===== src/hdl/bsa_pkg.sv =====
`timescale 1ns / 1ps

package bsa_pkg;

  // Field and register widths
  localparam int REQ_TYPE_W   = 2;
  localparam int SLOT_IDX_W   = 8;
  localparam int ADDR_W       = 32;
  localparam int ESIZE_W      = 16;
  localparam int SCOUNT_W     = 9;
  localparam int STATUS_W     = 2;
  localparam int CFG_IDX_W    = 2;
  localparam int CFG_DATA_W   = 32;

  // Build depth and bitmap word size
  localparam int DEF_MAX_SLOTS = 256;
  localparam int MAP_WORD_MAX  = 32;

  // Register reset values
  localparam logic [ADDR_W-1:0]   BASE_RESET   = '0;
  localparam logic [ESIZE_W-1:0]  ESIZE_RESET  = 16'd1;
  localparam logic [SCOUNT_W-1:0] SCOUNT_RESET = 9'd256;

  typedef enum logic [REQ_TYPE_W-1:0] {
    REQ_ALLOC_FIRST = 2'd0,
    REQ_ALLOC_AT    = 2'd1,
    REQ_FREE        = 2'd2,
    REQ_QUERY       = 2'd3
  } req_type_t;

  typedef enum logic [STATUS_W-1:0] {
    ST_OK    = 2'd0,
    ST_RANGE = 2'd1,
    ST_TAKEN = 2'd2,
    ST_FULL  = 2'd3
  } status_t;

  typedef enum logic [CFG_IDX_W-1:0] {
    CFG_BASE_ADDRESS = 2'd0,
    CFG_ELEMENT_SIZE = 2'd1,
    CFG_SLOT_COUNT   = 2'd2
  } cfg_reg_t;

endpackage


===== src/hdl/bsa_ifs.sv =====
`timescale 1ns / 1ps

// Request channel
interface bsa_req_if;
  logic                          valid;
  logic                          ready;
  logic [bsa_pkg::REQ_TYPE_W-1:0] req_type;
  logic [bsa_pkg::SLOT_IDX_W-1:0] slot_index;
  logic [bsa_pkg::ADDR_W-1:0]     element_address;

  modport source (output valid, req_type, slot_index, element_address, input ready);
  modport sink   (input valid, req_type, slot_index, element_address, output ready);
endinterface

// Response channel
interface bsa_rsp_if;
  logic                           valid;
  logic                           ready;
  logic [bsa_pkg::STATUS_W-1:0]   status;
  logic [bsa_pkg::SLOT_IDX_W-1:0] result_index;
  logic [bsa_pkg::ADDR_W-1:0]     result_address;
  logic                           occupied;

  modport source (output valid, status, result_index, result_address, occupied, input ready);
  modport sink   (input valid, status, result_index, result_address, occupied, output ready);
endinterface


===== src/hdl/bsa_div.sv =====
`timescale 1ns / 1ps

// Restoring divider, one quotient bit per cycle
module bsa_div #(
  parameter int DIVIDEND_W = bsa_pkg::ADDR_W,
  parameter int DIVISOR_W  = bsa_pkg::ESIZE_W
) (
  input  logic                  clk,
  input  logic                  rst,
  input  logic                  start,
  input  logic [DIVIDEND_W-1:0] dividend,
  input  logic [DIVISOR_W-1:0]  divisor,
  output logic                  done,
  output logic [DIVIDEND_W-1:0] quotient
);

  localparam int CNT_W = $clog2(DIVIDEND_W + 1);

  logic                  busy;
  logic [CNT_W-1:0]      cnt;
  logic [DIVIDEND_W-1:0] quo;
  logic [DIVISOR_W-1:0]  rem;
  logic [DIVISOR_W-1:0]  dvs;
  logic [DIVISOR_W:0]    shifted;
  logic [DIVISOR_W:0]    diff;
  logic                  fits;

  // One trial subtraction
  assign shifted = {rem, quo[DIVIDEND_W-1]};
  assign diff    = shifted - {1'b0, dvs};
  assign fits    = shifted >= {1'b0, dvs};

  // Step control
  always_ff @(posedge clk) begin
    if (rst) begin
      busy <= 1'b0;
      done <= 1'b0;
      cnt  <= '0;
    end else begin
      done <= 1'b0;
      if (start) begin
        busy <= 1'b1;
        cnt  <= CNT_W'(DIVIDEND_W);
      end else if (busy) begin
        cnt <= cnt - 1'b1;
        if (cnt == CNT_W'(1)) begin
          busy <= 1'b0;
          done <= 1'b1;
        end
      end
    end
  end

  // Datapath
  always_ff @(posedge clk) begin
    if (start) begin
      quo <= dividend;
      rem <= '0;
      dvs <= divisor;
    end else if (busy) begin
      quo <= {quo[DIVIDEND_W-2:0], fits};
      rem <= fits ? diff[DIVISOR_W-1:0] : shifted[DIVISOR_W-1:0];
    end
  end

  assign quotient = quo;

endmodule


===== src/hdl/bsa_map.sv =====
`timescale 1ns / 1ps

// Occupancy bitmap: word memory, one read and one write port,
// registered read data, per-word valid bits so reset clears the map at once
module bsa_map #(
  parameter int WORD_W  = bsa_pkg::MAP_WORD_MAX,
  parameter int WORDS   = bsa_pkg::DEF_MAX_SLOTS / bsa_pkg::MAP_WORD_MAX,
  parameter int WADDR_W = (WORDS > 1) ? $clog2(WORDS) : 1
) (
  input  logic               clk,
  input  logic               rst,
  input  logic               rd_en,
  input  logic [WADDR_W-1:0] rd_addr,
  output logic [WORD_W-1:0]  rd_data,
  input  logic               wr_en,
  input  logic [WADDR_W-1:0] wr_addr,
  input  logic [WORD_W-1:0]  wr_data
);

  logic [WORD_W-1:0] mem [WORDS];
  logic [WORDS-1:0]  word_valid;
  logic [WORD_W-1:0] rd_word;
  logic              rd_valid;

  // Storage array
  always_ff @(posedge clk) begin
    if (wr_en) begin
      mem[wr_addr] <= wr_data;
    end
    if (rd_en) begin
      rd_word <= mem[rd_addr];
    end
  end

  // Written-since-reset flags
  always_ff @(posedge clk) begin
    if (rst) begin
      word_valid <= '0;
      rd_valid   <= 1'b0;
    end else begin
      if (wr_en) begin
        word_valid[wr_addr] <= 1'b1;
      end
      if (rd_en) begin
        rd_valid <= word_valid[rd_addr];
      end
    end
  end

  // Unwritten words read as all free
  assign rd_data = rd_valid ? rd_word : '0;

endmodule


===== src/hdl/bitmap_slot_allocator.sv =====
`timescale 1ns / 1ps
// Bitmap slot allocator. One request in flight; the next is taken from the cycle its
// response goes valid. Query reads the slot's map word; allocate-at-index reads it and,
// when free, sets the bit and forms the address by a multiply and an add; out-of-range
// index or below-base free goes straight to the response; allocate-first-free scans map
// words, at most 8 at 256; free runs the 32-step bit-serial divider, then clears the bit if in range.
// Synchronous active-high reset frees every slot and loads base 0, element size 1, count 256.
module bitmap_slot_allocator #(
  parameter int MAX_SLOTS = bsa_pkg::DEF_MAX_SLOTS
) (
  input  logic                           clk,
  input  logic                           rst,
  input  logic                           cfg_we,
  input  logic [bsa_pkg::CFG_IDX_W-1:0]  cfg_index,
  input  logic [bsa_pkg::CFG_DATA_W-1:0] cfg_wdata,
  bsa_req_if.sink                        req,
  bsa_rsp_if.source                      rsp
);

  import bsa_pkg::*;

  localparam int IDX_W   = $clog2(MAX_SLOTS);
  localparam int CNT_W   = $clog2(MAX_SLOTS + 1);
  localparam int WORD_W  = (MAX_SLOTS < MAP_WORD_MAX) ? MAX_SLOTS : MAP_WORD_MAX;
  localparam int BIT_W   = $clog2(WORD_W);
  localparam int WORDS   = (MAX_SLOTS + WORD_W - 1) / WORD_W;
  localparam int WADDR_W = (WORDS > 1) ? $clog2(WORDS) : 1;

  typedef enum logic [3:0] {
    S_IDLE,
    S_SCAN_RD,
    S_SCAN_CHK,
    S_DIV_WAIT,
    S_WORD_RD,
    S_WORD_CHK,
    S_MUL,
    S_ADD,
    S_FINISH
  } state_t;

  state_t state;

  // Configuration registers
  logic [ADDR_W-1:0]   base_address;
  logic [ESIZE_W-1:0]  element_size;
  logic [SCOUNT_W-1:0] slot_count;

  // Request in progress
  req_type_t            req_kind;
  logic [IDX_W-1:0]     idx;
  logic [WADDR_W-1:0]   scan_w;
  logic [IDX_W+ESIZE_W-1:0] prod;
  status_t              res_status;
  logic [ADDR_W-1:0]    res_address;
  logic                 res_occ;

  // Response register
  logic                  rsp_valid;
  status_t               out_status;
  logic [SLOT_IDX_W-1:0] out_index;
  logic [ADDR_W-1:0]     out_address;
  logic                  out_occ;

  // Combinational helpers
  logic                  accept;
  logic [CNT_W-1:0]      live;
  logic [ESIZE_W-1:0]    stride;
  logic                  sidx_ok;
  logic                  addr_ge_base;
  logic [IDX_W+SLOT_IDX_W-1:0] sidx_pad;
  logic [SLOT_IDX_W+IDX_W-1:0] ridx_pad;
  logic                  div_start;
  logic                  div_done;
  logic [ADDR_W-1:0]     quotient;
  logic                  map_rd_en;
  logic [WADDR_W-1:0]    map_rd_addr;
  logic [WORD_W-1:0]     map_rd_data;
  logic                  map_wr_en;
  logic [WADDR_W-1:0]    map_wr_addr;
  logic [WORD_W-1:0]     map_wr_data;
  logic [WADDR_W-1:0]    idx_word;
  logic [BIT_W-1:0]      idx_bit;
  logic                  cur_bit;
  logic                  zfound;
  logic [BIT_W-1:0]      zpos;
  logic [IDX_W:0]        cand;
  logic [IDX_W:0]        next_start;
  logic                  cand_ok;
  logic                  scan_end;
  logic                  out_load;

  // Configuration writes
  always_ff @(posedge clk) begin
    if (rst) begin
      base_address <= BASE_RESET;
      element_size <= ESIZE_RESET;
      slot_count   <= SCOUNT_RESET;
    end else if (cfg_we) begin
      unique case (cfg_index)
        CFG_BASE_ADDRESS: base_address <= cfg_wdata[ADDR_W-1:0];
        CFG_ELEMENT_SIZE: element_size <= cfg_wdata[ESIZE_W-1:0];
        CFG_SLOT_COUNT:   slot_count   <= cfg_wdata[SCOUNT_W-1:0];
        default: ;
      endcase
    end
  end

  // Effective count and stride
  assign live   = (32'(slot_count) > 32'(MAX_SLOTS)) ? CNT_W'(MAX_SLOTS) : CNT_W'(slot_count);
  assign stride = (element_size == '0) ? ESIZE_W'(1) : element_size;

  // Request decode
  assign accept       = req.valid && req.ready;
  assign req.ready    = (state == S_IDLE);
  assign sidx_ok      = 32'(req.slot_index) < 32'(live);
  assign addr_ge_base = req.element_address >= base_address;
  assign sidx_pad     = {{IDX_W{1'b0}}, req.slot_index};
  assign div_start    = accept && (req_type_t'(req.req_type) == REQ_FREE) && addr_ge_base;

  // Slot position in the map
  assign idx_word = WADDR_W'(idx >> BIT_W);
  assign idx_bit  = idx[BIT_W-1:0];
  assign cur_bit  = map_rd_data[idx_bit];

  // Lowest free bit of the word just read
  always_comb begin
    zfound = 1'b0;
    zpos   = '0;
    for (int i = WORD_W - 1; i >= 0; i--) begin
      if (!map_rd_data[i]) begin
        zfound = 1'b1;
        zpos   = BIT_W'(i);
      end
    end
  end

  assign cand       = ((IDX_W+1)'(scan_w) << BIT_W) | (IDX_W+1)'(zpos);
  assign next_start = ((IDX_W+1)'(scan_w) + 1'b1) << BIT_W;
  assign cand_ok    = zfound && (cand < (IDX_W+1)'(live));
  assign scan_end   = zfound || (scan_w == WADDR_W'(WORDS - 1)) ||
                      (next_start >= (IDX_W+1)'(live));

  // Map port control
  always_comb begin
    map_rd_en   = (state == S_SCAN_RD) || (state == S_WORD_RD);
    map_rd_addr = (state == S_SCAN_RD) ? scan_w : idx_word;
    map_wr_en   = 1'b0;
    map_wr_addr = idx_word;
    map_wr_data = map_rd_data | (WORD_W'(1) << idx_bit);
    if (state == S_SCAN_CHK) begin
      map_wr_en   = cand_ok;
      map_wr_addr = scan_w;
      map_wr_data = map_rd_data | (WORD_W'(1) << zpos);
    end else if (state == S_WORD_CHK) begin
      if (req_kind == REQ_ALLOC_AT) begin
        map_wr_en = !cur_bit;
      end else if (req_kind == REQ_FREE) begin
        map_wr_en   = 1'b1;
        map_wr_data = map_rd_data & ~(WORD_W'(1) << idx_bit);
      end
    end
  end

  assign out_load = (state == S_FINISH) && (!rsp_valid || rsp.ready);
  assign ridx_pad = {{SLOT_IDX_W{1'b0}}, idx};

  // Sequencer and response register
  always_ff @(posedge clk) begin
    if (rst) begin
      state     <= S_IDLE;
      rsp_valid <= 1'b0;
    end else begin
      if (out_load) begin
        rsp_valid <= 1'b1;
      end else if (rsp.ready) begin
        rsp_valid <= 1'b0;
      end
      unique case (state)
        S_IDLE: begin
          if (accept) begin
            req_kind    <= req_type_t'(req.req_type);
            scan_w      <= '0;
            res_address <= '0;
            res_occ     <= 1'b0;
            unique case (req_type_t'(req.req_type))
              REQ_ALLOC_FIRST: begin
                idx        <= '0;
                res_status <= ST_OK;
                state      <= S_SCAN_RD;
              end
              REQ_ALLOC_AT, REQ_QUERY: begin
                if (sidx_ok) begin
                  idx        <= sidx_pad[IDX_W-1:0];
                  res_status <= ST_OK;
                  state      <= S_WORD_RD;
                end else begin
                  idx        <= '0;
                  res_status <= ST_RANGE;
                  state      <= S_FINISH;
                end
              end
              REQ_FREE: begin
                idx <= '0;
                if (addr_ge_base) begin
                  res_status <= ST_OK;
                  state      <= S_DIV_WAIT;
                end else begin
                  res_status <= ST_RANGE;
                  state      <= S_FINISH;
                end
              end
              default: begin
                idx        <= '0;
                res_status <= ST_OK;
                state      <= S_FINISH;
              end
            endcase
          end
        end
        S_SCAN_RD: state <= S_SCAN_CHK;
        S_SCAN_CHK: begin
          if (cand_ok) begin
            idx   <= cand[IDX_W-1:0];
            state <= S_MUL;
          end else if (scan_end) begin
            res_status <= ST_FULL;
            state      <= S_FINISH;
          end else begin
            scan_w <= scan_w + 1'b1;
            state  <= S_SCAN_RD;
          end
        end
        S_DIV_WAIT: begin
          if (div_done) begin
            if (quotient >= ADDR_W'(live)) begin
              res_status <= ST_RANGE;
              state      <= S_FINISH;
            end else begin
              idx   <= quotient[IDX_W-1:0];
              state <= S_WORD_RD;
            end
          end
        end
        S_WORD_RD: state <= S_WORD_CHK;
        S_WORD_CHK: begin
          unique case (req_kind)
            REQ_ALLOC_AT: begin
              if (cur_bit) begin
                res_status <= ST_TAKEN;
                idx        <= '0;
                state      <= S_FINISH;
              end else begin
                state <= S_MUL;
              end
            end
            REQ_QUERY: begin
              res_occ <= cur_bit;
              idx     <= '0;
              state   <= S_FINISH;
            end
            default: state <= S_FINISH;
          endcase
        end
        S_MUL: begin
          prod  <= idx * stride;
          state <= S_ADD;
        end
        S_ADD: begin
          res_address <= base_address + ADDR_W'(prod);
          state       <= S_FINISH;
        end
        S_FINISH: begin
          if (out_load) begin
            out_status  <= res_status;
            out_index   <= (res_status == ST_OK) ? ridx_pad[SLOT_IDX_W-1:0] : '0;
            out_address <= res_address;
            out_occ     <= res_occ;
            state       <= S_IDLE;
          end
        end
        default: state <= S_IDLE;
      endcase
    end
  end

  assign rsp.valid          = rsp_valid;
  assign rsp.status         = out_status;
  assign rsp.result_index   = out_index;
  assign rsp.result_address = out_address;
  assign rsp.occupied       = out_occ;

  // Free-by-address index: (address - base) / stride
  bsa_div #(
    .DIVIDEND_W (ADDR_W),
    .DIVISOR_W  (ESIZE_W)
  ) u_div (
    .clk      (clk),
    .rst      (rst),
    .start    (div_start),
    .dividend (req.element_address - base_address),
    .divisor  (stride),
    .done     (div_done),
    .quotient (quotient)
  );

  bsa_map #(
    .WORD_W  (WORD_W),
    .WORDS   (WORDS),
    .WADDR_W (WADDR_W)
  ) u_map (
    .clk     (clk),
    .rst     (rst),
    .rd_en   (map_rd_en),
    .rd_addr (map_rd_addr),
    .rd_data (map_rd_data),
    .wr_en   (map_wr_en),
    .wr_addr (map_wr_addr),
    .wr_data (map_wr_data)
  );

  // Checks
  a_one_in_flight: assert property (@(posedge clk) disable iff (rst)
    (req.valid && req.ready) |=> !req.ready)
    else $error("request taken while another is in progress");

  a_fail_no_addr: assert property (@(posedge clk) disable iff (rst)
    (rsp.valid && (rsp.status != ST_OK)) |-> (rsp.result_address == '0))
    else $error("failed request returned an address");

  a_occ_ok: assert property (@(posedge clk) disable iff (rst)
    (rsp.valid && rsp.occupied) |-> (rsp.status == ST_OK))
    else $error("occupied set on a failed request");

  a_div_owner: assert property (@(posedge clk) disable iff (rst)
    div_done |-> (state == S_DIV_WAIT))
    else $error("divider finished outside a free request");

endmodule

===== src/flat_wrapper.sv =====
// flat-port wrapper written by rule: the top's interface ports become plain ports
module bitmap_slot_allocator_flat import bsa_pkg::*;
#(
  parameter int MAX_SLOTS = bsa_pkg::DEF_MAX_SLOTS
)
  (clk, rst, cfg_we, cfg_index, cfg_wdata, req_valid, req_req_type, req_slot_index, req_element_address, req_ready, rsp_valid, rsp_status, rsp_result_index, rsp_result_address, rsp_occupied, rsp_ready);
  bsa_req_if req_i ();
  bsa_rsp_if rsp_i ();
  input  logic clk;
  input  logic rst;
  input  logic cfg_we;
  input  logic [bsa_pkg::CFG_IDX_W-1:0] cfg_index;
  input  logic [bsa_pkg::CFG_DATA_W-1:0] cfg_wdata;
  input wire logic [$bits(req_i.valid)-1:0] req_valid;
  input wire logic [$bits(req_i.req_type)-1:0] req_req_type;
  input wire logic [$bits(req_i.slot_index)-1:0] req_slot_index;
  input wire logic [$bits(req_i.element_address)-1:0] req_element_address;
  output wire logic [$bits(req_i.ready)-1:0] req_ready;
  output wire logic [$bits(rsp_i.valid)-1:0] rsp_valid;
  output wire logic [$bits(rsp_i.status)-1:0] rsp_status;
  output wire logic [$bits(rsp_i.result_index)-1:0] rsp_result_index;
  output wire logic [$bits(rsp_i.result_address)-1:0] rsp_result_address;
  output wire logic [$bits(rsp_i.occupied)-1:0] rsp_occupied;
  input wire logic [$bits(rsp_i.ready)-1:0] rsp_ready;
  assign req_i.valid = req_valid;
  assign req_i.req_type = req_req_type;
  assign req_i.slot_index = req_slot_index;
  assign req_i.element_address = req_element_address;
  assign req_ready = req_i.ready;
  assign rsp_valid = rsp_i.valid;
  assign rsp_status = rsp_i.status;
  assign rsp_result_index = rsp_i.result_index;
  assign rsp_result_address = rsp_i.result_address;
  assign rsp_occupied = rsp_i.occupied;
  assign rsp_i.ready = rsp_ready;
  bitmap_slot_allocator #(.MAX_SLOTS(MAX_SLOTS)) u_core (.clk(clk), .rst(rst), .cfg_we(cfg_we), .cfg_index(cfg_index), .cfg_wdata(cfg_wdata), .req(req_i), .rsp(rsp_i));
endmodule

===== config.mk =====
export PLATFORM = sky130hd
export DESIGN_NAME = bitmap_slot_allocator_flat
export DESIGN_NICKNAME = d
export VERILOG_FILES = /design/src/hdl/bsa_pkg.sv /design/src/hdl/bsa_ifs.sv /design/src/hdl/bsa_div.sv /design/src/hdl/bsa_map.sv /design/src/hdl/bitmap_slot_allocator.sv /design/src/flat_wrapper.sv
export SDC_FILE = /design/constraint.sdc
export NUM_CORES = 1
export LEC_CHECK = 0
export BUFFER_PORTS_ARGS = -buffer_cell sky130_fd_sc_hd__buf_4
export CAP_MARGIN = 0
export CORE_ASPECT_RATIO = 1.1
export CORE_MARGIN = 4
export CORE_UTILIZATION = 50
export CTS_BUF_LIST = sky130_fd_sc_hd__clkbuf_4 sky130_fd_sc_hd__clkbuf_8
export CTS_CLUSTER_DIAMETER = 100
export DETAILED_ROUTE_END_ITERATION = 12
export MAX_ROUTING_LAYER = met4
export PLACE_DENSITY = 0.67
export SETUP_SLACK_MARGIN = 0.3
export SYNTH_ARGS = -nofsm -noshare
export SYNTH_HDL_FRONTEND = slang
export SYNTH_SLANG_ARGS = --single-unit

===== constraint.sdc =====
create_clock -name clk -period 6.3 [get_ports clk]
set_clock_uncertainty 0.1 [all_clocks]
set_input_delay 0.63 -clock clk [delete_from_list [all_inputs] [get_ports clk]]
set_output_delay 0.63 -clock clk [all_outputs]
set_load 0.05 [all_outputs]

==> results of run 1 <==
==> cells in the mapped netlist (all sizes together) (19+ instances only) <==
| master | n |
|---|---|
| nand2b | 45 |
| nand2 | 334 |
| and2 | 67 |
| mux2 | 39 |
| o21a | 19 |
| o21ai | 96 |
| xor2 | 29 |
| clkbuf | 96 |
| nor2 | 148 |
| edfxtp | 451 |
| nor2b | 31 |
| a21o | 31 |
| inv | 177 |
| buf | 32 |
| xnor2 | 47 |
| a21oi | 147 |
| nor3 | 45 |
| a211oi | 30 |
| fa | 87 |
| dfxtp | 95 |
| a31oi | 22 |
| ha | 146 |
| mux4 | 74 |
| nand3 | 51 |
| mux2i | 31 |
==> routing by layer <==
layer | routed length [um] | share of wire | vias up | track usage
li1 | - | - | 9677 | -
met2 | 38700 | 0.49 | 722 | 0.417
met3 | 4410 | 0.056 | 175 | 0.0387
met1 | 32100 | 0.41 | 10300 | 0.306
met4 | 3750 | 0.047 | 0 | 0.111
met5 | 0 | 0 | - | -
==> power by group through the flow <==
stage	clock [mW]	sequential, mW	combinational (mW)
after floorplan	0	4.94	2.72
after global placement	0	5.11	3.61
after detailed placement	0	5.13	3.67
after CTS	3.31	5.06	3.70
after global routing	3.49	5.11	4.06
final	3.23	5.07	3.69
==> per-stage QoR <==
stage	power, mW	setup slack (ns)
after floorplan	7.66	1.14
after global placement	8.72	0.668
after detailed placement	8.80	0.603
after CTS	12.1	0.579
after global routing	12.7	0.324
final	12.0	0.707
==> final cells by class <==
class | count | area share
Sequential cell | 546 | 0.454
Multi-Input combinational cell | 1741 | 0.405
Clock buffer | 118 | 0.0437
Timing Repair Buffer | 167 | 0.0378
Tap cell | 768 | 0.0282
Inverter | 178 | 0.0197
Clock inverter | 46 | 0.0113
Antenna cell | 1 | 0.0000735
==> how the worst max path moves through the flow <==
stage | startpoint | to | slack [ns] | cells past startpoint
CTS | u_core.element_size[1]$_SDFFE_PP0P_ | u_core.prod[23]$_DFFE_PP_ | 0.58 | 19
detailed placement | u_core.element_size[1]$_SDFFE_PP0P_ | u_core.prod[23]$_DFFE_PP_ | 0.60 | 19
global placement | u_core.element_size[2]$_SDFFE_PP0P_ | u_core.prod[23]$_DFFE_PP_ | 0.67 | 23
floorplan | u_core.idx[4]$_DFFE_PP_ | u_core.prod[23]$_DFFE_PP_ | 1.14 | 19
finish | u_core.element_size[1]$_SDFFE_PP0P_ | u_core.prod[22]$_DFFE_PP_ | 0.71 | 23
global route | u_core.element_size[1]$_SDFFE_PP0P_ | u_core.prod[23]$_DFFE_PP_ | 0.32 | 23
==> flip-flops by register name (all words and copies together), names as in the netlist, 4 cells and up <==
signal,cells
u_core.u_map.mem,256
u_core.base_address,32
u_core.res_address,32
u_core.rsp.result_address,32
u_core.u_div.quotient,32
u_core.u_map.rd_word,32
u_core.prod,24
u_core.element_size,16
u_core.u_div.dvs,16
u_core.u_div.rem,16
u_core.slot_count,9
u_core.idx,8
u_core.rsp.result_index,8
u_core.u_map.word_valid,8
u_core.u_div.cnt,6
u_core.state,4
==> worst register-to-register path, cell delays in order (launching register included) <==
cell and delay, ns:
sky130_fd_sc_hd__dfxtp_1 0.41, sky130_fd_sc_hd__nor4_2 0.36, sky130_fd_sc_hd__a41oi_1 0.22, sky130_fd_sc_hd__buf_4 0.22, sky130_fd_sc_hd__nor2b_1 0.13, sky130_fd_sc_hd__ha_1 0.16
sky130_fd_sc_hd__inv_1 0.05, sky130_fd_sc_hd__fa_1 0.52, sky130_fd_sc_hd__inv_1 0.04, sky130_fd_sc_hd__ha_1 0.27, sky130_fd_sc_hd__inv_1 0.05, sky130_fd_sc_hd__fa_1 0.58
sky130_fd_sc_hd__inv_1 0.06, sky130_fd_sc_hd__ha_1 0.28, sky130_fd_sc_hd__a21o_1 0.19, sky130_fd_sc_hd__a211oi_1 0.32, sky130_fd_sc_hd__o21ai_0 0.20, sky130_fd_sc_hd__nand3_1 0.15
sky130_fd_sc_hd__a31oi_1 0.12, sky130_fd_sc_hd__a41oi_1 0.30, sky130_fd_sc_hd__a21oi_1 0.14, sky130_fd_sc_hd__a21o_1 0.20, sky130_fd_sc_hd__a21oi_1 0.17, sky130_fd_sc_hd__xnor2_1 0.09
==> cell families after synthesis <==
kind of cell,count (synthesis)
AO/OA/AOI/OAI,466
XOR/XNOR,76
adder cells (fa/ha/maj),233
buffers and inverters,306
flip-flops,546
multiplexers,144
AND/OR/NAND/NOR,822
==> timing repair <==
action / 4_1_cts / 5_1_grt
hold buffers: 1 / 0
setup buffers: 0 / 1
gates resized for setup: 0 / 5
endpoints found under the hold margin: 1 / 0
setup endpoints to repair: 0 / 1
==> results.txt, run 1 <==
----------------------------------------------------
[Yosys]
  Distinct cell type count after synthesis ... 86
  Synth top area share ... 0.447
  Largest cells by area after synthesis ... sky130_fd_sc_hd__edfxtp_1 (45%), sky130_fd_sc_hd__dfxtp_1 (6.3%), sky130_fd_sc_hd__ha_1 (6.0%)
  Synthesized netlist net count ... 2907
  Ys async rst share ... 0
  Synthesized instance count ... 2593
  Simple-gate share of the synthesized area ... 0.128
  Fraction of the mapped netlist area in adder cells ... 0.118
  Synthesized-area fraction occupied by xor and xnor cells ... 0.0220
  Netlist area before placement ... 0.0303 mm^2
  Average cell area after synthesis ... 11.7 um^2
  Synth Area in Compound Gates ... 0.102
  Post-synthesis mux area share ... 0.0802
  Cell accounting for the most synthesized area ... sky130_fd_sc_hd__edfxtp_1
  Synth Register Bits ... 546
  Number of synthesized flops with an enable pin ... 451
  Largest family of logic cells by synthesized area ... simple AND/OR/NAND/NOR gates
  Dominant synthesized flop cell ... sky130_fd_sc_hd__edfxtp_1
  Synthesis Warnings ... 0
  Share of synthesized area occupied by flip-flops and latches ... 0.510

[Final layout]
  Post-route standard cell area excluding fillers ... 0.0340 mm^2
  Final-stage net count ... 3038
  Area of the multi-input gates ... 0.0138 mm^2
  Reg area ... 0.0154 mm^2
  Area Overhead vs Synth ... 12.4%
  Filler Cell Count ... 4936
  Most used cells in the layout excluding fill and tap cells ... sky130_fd_sc_hd__edfxtp_1 (451), sky130_fd_sc_hd__nand2_1 (334), sky130_fd_sc_hd__inv_1 (176)
  Fraction of layout instances using a drive strength above 1 ... 0.172
  Most frequent standard cell in the layout excluding fill and tap cells ... sky130_fd_sc_hd__edfxtp_1
  Final cell count without fillers ... 3565
  Final cell utilization of the core ... 0.569

[GRT]
  Final global-route overflow total ... 0
  Maximum number of pins on one net before global-route repair ... 67
  All-layer global routing usage ... 0.250
  Number of global-route vias before repair ... 21300
  Initial antenna violation count ... 1
  Wire length of the first global-routing pass ... 122000 um

[Routing]
  First drt pass iteration count ... 7
  Vias ... 20800
  Count of nets left with antenna violations after detail routing ... 0
  DRC violation total after the first TritonRoute iteration ... 1488
  Number of design rule violations left after detail routing ... 0
  Total length of routed wires ... 78900 um
  Average via count per standard cell ... 5.84
  Routed wire per std cell ... 22.1 um

[Timing]
  Final period util ... 0.888
  Setup TNS ... 0 ns
  Transition time at the pin with the least slew margin ... 1.09 ns
  Number of failing setup endpoints in the final timing report ... 0
  Maximum clock frequency ... 179 MHz
  Max-slew headroom at the worst pin ... 0.270
  Final hold vios ... 0
  Post-layout minimum cycle time ... 5.59 ns
  Setup repair after global routing missed its margin ... false
  Final Max Tran Viols ... 0
  Final-layout worst hold slack ... 0.0614 ns

[Power]
  Sw Pwr ... 4.11 mW
  Switching part of the total power ... 0.343
  Part of the power in combinational logic ... 0.308
  Clock power frac ... 0.270
  Power density normalized to cell area ... 352 mW/mm^2
  Largest voltage drop on the vdd net ... 0.266 mV
  Cell-internal power ... 7.88 mW
  Sequential power share ... 0.423
  Leakage power ... 12.9 nW

[Setup path]
  Worst EP required ... 6.63 ns
  Element type at the critical path end ... flop
  Kind of critical path ... flop to flop
  Path depth of the worst reg2reg path ... 23
  Data arrival, critical path ... 5.92 ns
  Setup crit start kind ... flop
  CP cell instances ... nor4_2 > a41oi_1 > buf_4 > nor2b_1 > ha_1 > inv_1 > fa_1 > inv_1 > ha_1 > inv_1 > fa_1 > inv_1 > ha_1 > a21o_1 > a211oi_1 > o21ai_0 > nand3_1 > a31oi_1 > a41oi_1 > a21oi_1 > a21o_1 > a21oi_1 > xnor2_1
  Maximum cell stage delay along the critical path ... 0.58 ns
  Startpoint of the lowest-slack register-to-register path ... u_core.element_size[1]$_SDFFE_PP0P_
  Most numerous cell on the critical path ... sky130_fd_sc_hd__inv_1
  Buffering stage count on the worst path with inverters included ... 5
  R2r setup slk ... 0.71 ns
  Largest delay share family, worst path ... compound AO/OA/AOI/OAI gates
  Slowest CP cell ... sky130_fd_sc_hd__fa_1
  Reg2reg end ... u_core.prod[22]$_DFFE_PP_
  CP max FO ... 11

[Place]
  Total placed instance area ... 0.0321 mm^2
  Estimated wirelength of the detail-placed design ... 55900 um
  Number of I/O port buffers ... 125
  Placed Instances ... 3398
  Final weighted congestion in routability-driven placement ... 0.964

[Floorplanning]
  Total I/O pin count ... 126
  Die area ... 0.0646 mm^2
  Starting density of the core ... 0.506
  Core Footprint ... 0.0599 mm^2
  FP Rows ... 94
  Horizontal die dimension ... 243 um
  Die Height ... 266 um

[Status]
  Status ... completed

[Clocking]
  Count of clock tree sinks ... 546
  Cts bufs inserted ... 90
  Later-pin clock latency in the skew report ... 0.72 ns
  Clock Pin Slew Worst Setup and Hold Paths ... 0.06 ns
  Clock Tree Buf Depth ... 3
  TritonCTS clock tree ... done
  Number of H-tree levels ... 3
  Root Buffer ... sky130_fd_sc_hd__clkbuf_8

[Min path]
  Hold endpoint ... u_core.req_kind[0]$_DFFE_PP_
  Path class of the lowest-slack min-delay path ... input pin to flop
  Hold Path Depth ... 1
  Hold path start ... req_req_type[0]

[Flow run]
  Max cap viols ... 0

----------------------------------------------------
(Power assumes the default switching activity.)
==> inputs of run 2 (changes only) <==
--- a/config.mk
+++ b/config.mk
@@ -5,7 +5,6 @@
 export SDC_FILE = /design/constraint.sdc
 export NUM_CORES = 1
 export LEC_CHECK = 0
-export BUFFER_PORTS_ARGS = -buffer_cell sky130_fd_sc_hd__buf_4
 export CAP_MARGIN = 0
 export CORE_ASPECT_RATIO = 1.1
 export CORE_MARGIN = 4
@@ -13,9 +12,10 @@
 export CTS_BUF_LIST = sky130_fd_sc_hd__clkbuf_4 sky130_fd_sc_hd__clkbuf_8
 export CTS_CLUSTER_DIAMETER = 100
 export DETAILED_ROUTE_END_ITERATION = 12
+export DONT_BUFFER_PORTS = 1
 export MAX_ROUTING_LAYER = met4
-export PLACE_DENSITY = 0.67
 export SETUP_SLACK_MARGIN = 0.3
 export SYNTH_ARGS = -nofsm -noshare
 export SYNTH_HDL_FRONTEND = slang
+export SYNTH_HIERARCHICAL = 1
 export SYNTH_SLANG_ARGS = --single-unit
==> results.txt, run 2 <==
----------------------------------------------------
[Setup path]
  Largest delay share family, worst path ... adder cells (was compound AO/OA/AOI/OAI gates)
  CP max FO ... 11 (unchanged)
  Most numerous cell on the critical path ... sky130_fd_sc_hd__fa_1 (was sky130_fd_sc_hd__inv_1)
  Maximum cell stage delay along the critical path ... 0.54 ns (was 0.58 ns)
  Termination of the worst setup path ... u_core/prod[23]$_DFFE_PP_ (was u_core.prod[22]$_DFFE_PP_)
  Cell depth of the worst setup path ... 17 (was 23)
  Reg2reg end ... u_core/prod[23]$_DFFE_PP_ (was u_core.prod[22]$_DFFE_PP_)
  Element type at the critical path end ... flop (unchanged)
  Slowest CP cell ... sky130_fd_sc_hd__fa_1 (unchanged)
  Kind of critical path ... flop to flop (unchanged)
  CP cell instances ... nor4_1 > a41oi_1 > inv_1 > nand2_1 > fa_1 > fa_1 > inv_1 > fa_1 > fa_1 > ha_1 > or4_1 > o221a_2 > o21ai_1 > a311o_1 > nand3_1 > o21ai_1 > a211oi_1 (was nor4_2 > a41oi_1 > buf_4 > nor2b_1 > ha_1 > inv_1 > fa_1 > inv_1 > ha_1 > inv_1 > fa_1 > inv_1 > ha_1 > a21o_1 > a211oi_1 > o21ai_0 > nand3_1 > a31oi_1 > a41oi_1 > a21oi_1 > a21o_1 > a21oi_1 > xnor2_1)
  Setup crit start kind ... flop (unchanged)
  Path depth of the worst reg2reg path ... 17 (was 23)
  Source of the critical timing path ... u_core/element_size[15]$_SDFFE_PP0P_ (was u_core.element_size[1]$_SDFFE_PP0P_)
  Startpoint of the lowest-slack register-to-register path ... u_core/element_size[15]$_SDFFE_PP0P_ (was u_core.element_size[1]$_SDFFE_PP0P_)
  R2r setup slk ... 0.60 ns (was 0.71 ns)
  Data arrival, critical path ... 6.02 ns (was 5.92 ns)
  Worst EP required ... 6.62 ns (was 6.63 ns)
  Buffering stage count on the worst path with inverters included ... 2 (was 5)

[Routing]
  Vias ... 20900 (was 20800)
  Average via count per standard cell ... 5.83 (was 5.84)
  First drt pass iteration count ... 6 (was 7)
  Number of design rule violations left after detail routing ... 0 (unchanged)
  Routed wire per std cell ... 23.2 um (was 22.1 um)
  Total length of routed wires ... 83300 um (was 78900 um)
  DRC violation total after the first TritonRoute iteration ... 1485 (was 1488)
  Count of nets left with antenna violations after detail routing ... 0 (unchanged)

[Yosys]
  Average cell area after synthesis ... 11.7 um^2 (about the same)
  Synthesized instance count ... 2642 (was 2593)
  Dominant synthesized flop cell ... sky130_fd_sc_hd__edfxtp_1 (unchanged)
  Cell accounting for the most synthesized area ... sky130_fd_sc_hd__edfxtp_1 (unchanged)
  Synth Register Bits ... 546 (unchanged)
  Ys async rst share ... 0 (unchanged)
  Largest cells by area after synthesis ... sky130_fd_sc_hd__edfxtp_1 (44%), sky130_fd_sc_hd__dfxtp_1 (6.2%), sky130_fd_sc_hd__ha_1 (5.9%) (was sky130_fd_sc_hd__edfxtp_1 (45%), sky130_fd_sc_hd__dfxtp_1 (6.3%), sky130_fd_sc_hd__ha_1 (6.0%))
  Number of synthesized flops with an enable pin ... 451 (unchanged)
  Share of synthesized area occupied by flip-flops and latches ... 0.500 (was 0.510)
  Most frequent cells after synthesis ... sky130_fd_sc_hd__edfxtp_1 (451), sky130_fd_sc_hd__nand2_1 (288), sky130_fd_sc_hd__inv_1 (186), sky130_fd_sc_hd__nor2_1 (166), sky130_fd_sc_hd__ha_1 (146) (was sky130_fd_sc_hd__edfxtp_1 (451), sky130_fd_sc_hd__nand2_1 (334), sky130_fd_sc_hd__inv_1 (176), sky130_fd_sc_hd__a21oi_1 (147), sky130_fd_sc_hd__nor2_1 (147))
  Synth top area share ... 0.439 (was 0.447)
  Synthesized netlist net count ... 2956 (was 2907)
  Distinct cell type count after synthesis ... 85 (was 86)
  Cell with the most instances after synthesis ... sky130_fd_sc_hd__edfxtp_1 (unchanged)
  Netlist area before placement ... 0.0309 mm^2 (was 0.0303 mm^2)
  Synthesis Warnings ... 6 (was 0)

[Place]
  Final weighted congestion in routability-driven placement ... 0.952 (was 0.964)
  Number of I/O port buffers ... 0 (was 125)
  Estimated wirelength of the detail-placed design ... 59400 um (was 55900 um)

[Timing]
  Transition time at the pin with the least slew margin ... 1.14 ns (was 1.09 ns)
  Maximum clock frequency ... 176 MHz (was 179 MHz)
  Final hold vios ... 0 (unchanged)
  Setup TNS ... 0 ns (unchanged)
  Number of failing setup endpoints in the final timing report ... 0 (unchanged)
  Max-slew headroom at the worst pin ... 0.229 (was 0.270)
  Setup repair after global routing missed its margin ... false (unchanged)
  Final Max Tran Viols ... 0 (unchanged)
  Post-layout minimum cycle time ... 5.70 ns (was 5.59 ns)
  Final period util ... 0.904 (was 0.888)

[GRT]
  Wire length of the first global-routing pass ... 128000 um (was 122000 um)
  GR met2 Demand/Resource ... 0.442 (was 0.417)
  Initial antenna violation count ... 3 (was 1)
  GR Layer Usage met1 ... 0.321 (was 0.306)
  All-layer global routing usage ... 0.262 (was 0.250)
  Final global-route overflow total ... 0 (unchanged)
  Met3 GRT Util ... 0.0371 (was 0.0387)
  Maximum number of pins on one net before global-route repair ... 73 (was 67)
  Busiest layer in global routing ... met2 (unchanged)
  Number of global-route vias before repair ... 21200 (was 21300)

[Power]
  Power density normalized to cell area ... 351 mW/mm^2 (was 352 mW/mm^2)
  Sequential power share ... 0.414 (was 0.423)
  Clock power frac ... 0.278 (was 0.270)
  Switching part of the total power ... 0.327 (was 0.343)
  Leakage power ... 12.8 nW (was 12.9 nW)
  Sw Pwr ... 3.94 mW (was 4.11 mW)
  Part of the power in combinational logic ... 0.308 (about the same)
  Cell-internal power ... 8.08 mW (was 7.88 mW)
  Largest voltage drop on the vdd net ... 0.268 mV (was 0.266 mV)

[Clocking]
  Clock Pin Slew Worst Setup and Hold Paths ... 0.06 ns (about the same)
  Root Buffer ... sky130_fd_sc_hd__clkbuf_8 (unchanged)
  TritonCTS clock tree ... done (unchanged)
  Cts bufs inserted ... 90 (unchanged)
  Clock Tree Buf Depth ... 3 (unchanged)
  Number of H-tree levels ... 3 (unchanged)
  Count of clock tree sinks ... 546 (unchanged)
  Post-CTS setup buffer count ... 0 (unchanged)
  Later-pin clock latency in the skew report ... 0.69 ns (was 0.72 ns)

[Floorplanning]
  Die Height ... 269 um (was 266 um)
  FP Rows ... 95 (was 94)
  Starting density of the core ... 0.505 (was 0.506)
  Total I/O pin count ... 126 (unchanged)
  Core Footprint ... 0.0611 mm^2 (was 0.0599 mm^2)
  Die area ... 0.0658 mm^2 (was 0.0646 mm^2)
  Horizontal die dimension ... 245 um (was 243 um)

[Final layout]
  Register bank with the most flops ... u_core/u_map/mem (was u_core.u_map.mem)
  Most used cells in the layout excluding fill and tap cells ... sky130_fd_sc_hd__edfxtp_1 (451), sky130_fd_sc_hd__nand2_1 (288), sky130_fd_sc_hd__inv_1 (186) (was sky130_fd_sc_hd__edfxtp_1 (451), sky130_fd_sc_hd__nand2_1 (334), sky130_fd_sc_hd__inv_1 (176))
  Most frequent standard cell in the layout excluding fill and tap cells ... sky130_fd_sc_hd__edfxtp_1 (unchanged)
  Area Overhead vs Synth ... 10.9% (was 12.4%)
  Final cell utilization of the core ... 0.561 (was 0.569)
  Final-stage net count ... 2995 (was 3038)
  Max reg flops ... 256 (unchanged)
  Fraction of layout instances using a drive strength above 1 ... 0.137 (was 0.172)

[Flow run]
  Max cap viols ... 0 (unchanged)

[Status]
  Status ... completed (unchanged)

[Min path]
  Path class of the lowest-slack min-delay path ... input pin to flop (unchanged)

----------------------------------------------------
run 2: cell types whose count changed in the layout (fill, tap and decap cells not counted), sizes merged, moves of 11 or more:
cell and delta:
a21oi -11, and2 +37, mux2 +29, o221ai -14, nand2b -16, nand3 -13, dlygate4sd3 +33, clkbuf +22
o22ai +14, nor2 +18, nand2 -46, buf -122, clkinv -21
run 2: repair_timing:
item	CTS	global route
endpoints found under the hold margin	74	0
endpoints found under the setup margin	0	1
hold buffers	35	0
resized for setup	0	1
run 2: cells by family after synthesis:
| kind of cell | Yosys count | synth area share |
|---|---|---|
| xor+xnor | 72 | 0.0204 |
| fa+ha+maj | 233 | 0.116 |
| compound gates | 460 | 0.0947 |
| buf+inv | 318 | 0.0421 |
| mux | 184 | 0.0963 |
| flops | 546 | 0.500 |
| simple gates | 829 | 0.131 |
run 2: area by class of cell:
cell class | instances | area (um^2)
Clock inverter | 25 | 262
Inverter | 187 | 702
Timing Repair Buffer | 78 | 803
Tap cell | 824 | 1030
Multi-Input combinational cell | 1778 | 14300
Fill cell | 5184 | 26800
Clock buffer | 140 | 1730
Antenna cell | 6 | 15.0
Sequential cell | 546 | 15400
run 2: worst min path at each step:
stage	from	to	slack [ns]	cells after the start
after floorplan	u_core/res_occ$_SDFFCE_PN0P_	u_core/rsp.occupied$_DFFE_PP_	0.30	0
after global placement	u_core/res_address[9]$_SDFFCE_PN0P_	u_core/rsp.result_address[9]$_DFFE_PP_	0.30	0
after detailed placement	u_core/res_address[11]$_SDFFCE_PN0P_	u_core/rsp.result_address[11]$_DFFE_PP_	0.30	0
after CTS	req_slot_index[0]	u_core/idx[0]$_DFFE_PP_	0.002	1
after global routing	req_slot_index[1]	u_core/idx[1]$_DFFE_PP_	0.03	1
final	req_slot_index[0]	u_core/idx[0]$_DFFE_PP_	0.07	1
run 2: layer usage:
metal  share of wire  up-vias
met5               0        -
met2            0.50      681
met3           0.055      159
met4           0.038        0
li1                -     9696
met1            0.41    10400
run 2: power by group through the flow:
| stage | clock network [mW] | registers [mW] | logic, mW |
|---|---|---|---|
| finish | 3.34 | 4.98 | 3.70 |
| floorplan | 0 | 4.88 | 2.85 |
| global placement | 0 | 5.05 | 3.61 |
| detailed placement | 0 | 5.05 | 3.67 |
| CTS | 3.44 | 4.98 | 3.72 |
| global route | 3.62 | 5.02 | 4.04 |
run 2: per-stage QoR:
| stage | power (mW) | cell area, um^2 | setup WS, ns | cells | hold slack (ns) |
|---|---|---|---|---|---|
| final | 12.0 | 34200 | 0.603 | 3584 | 0.0670 |
| after global routing | 12.7 | 34200 | 0.377 | 3582 | 0.0288 |
| after CTS | 12.1 | 34200 | 0.586 | 3578 | 0.00236 |
| after detailed placement | 8.72 | 31900 | 0.603 | 3378 | 0.305 |
| after global placement | 8.66 | 31900 | 0.661 | 3378 | 0.301 |
| after floorplan | 7.73 | 30900 | -0.529 | 2642 | 0.300 |
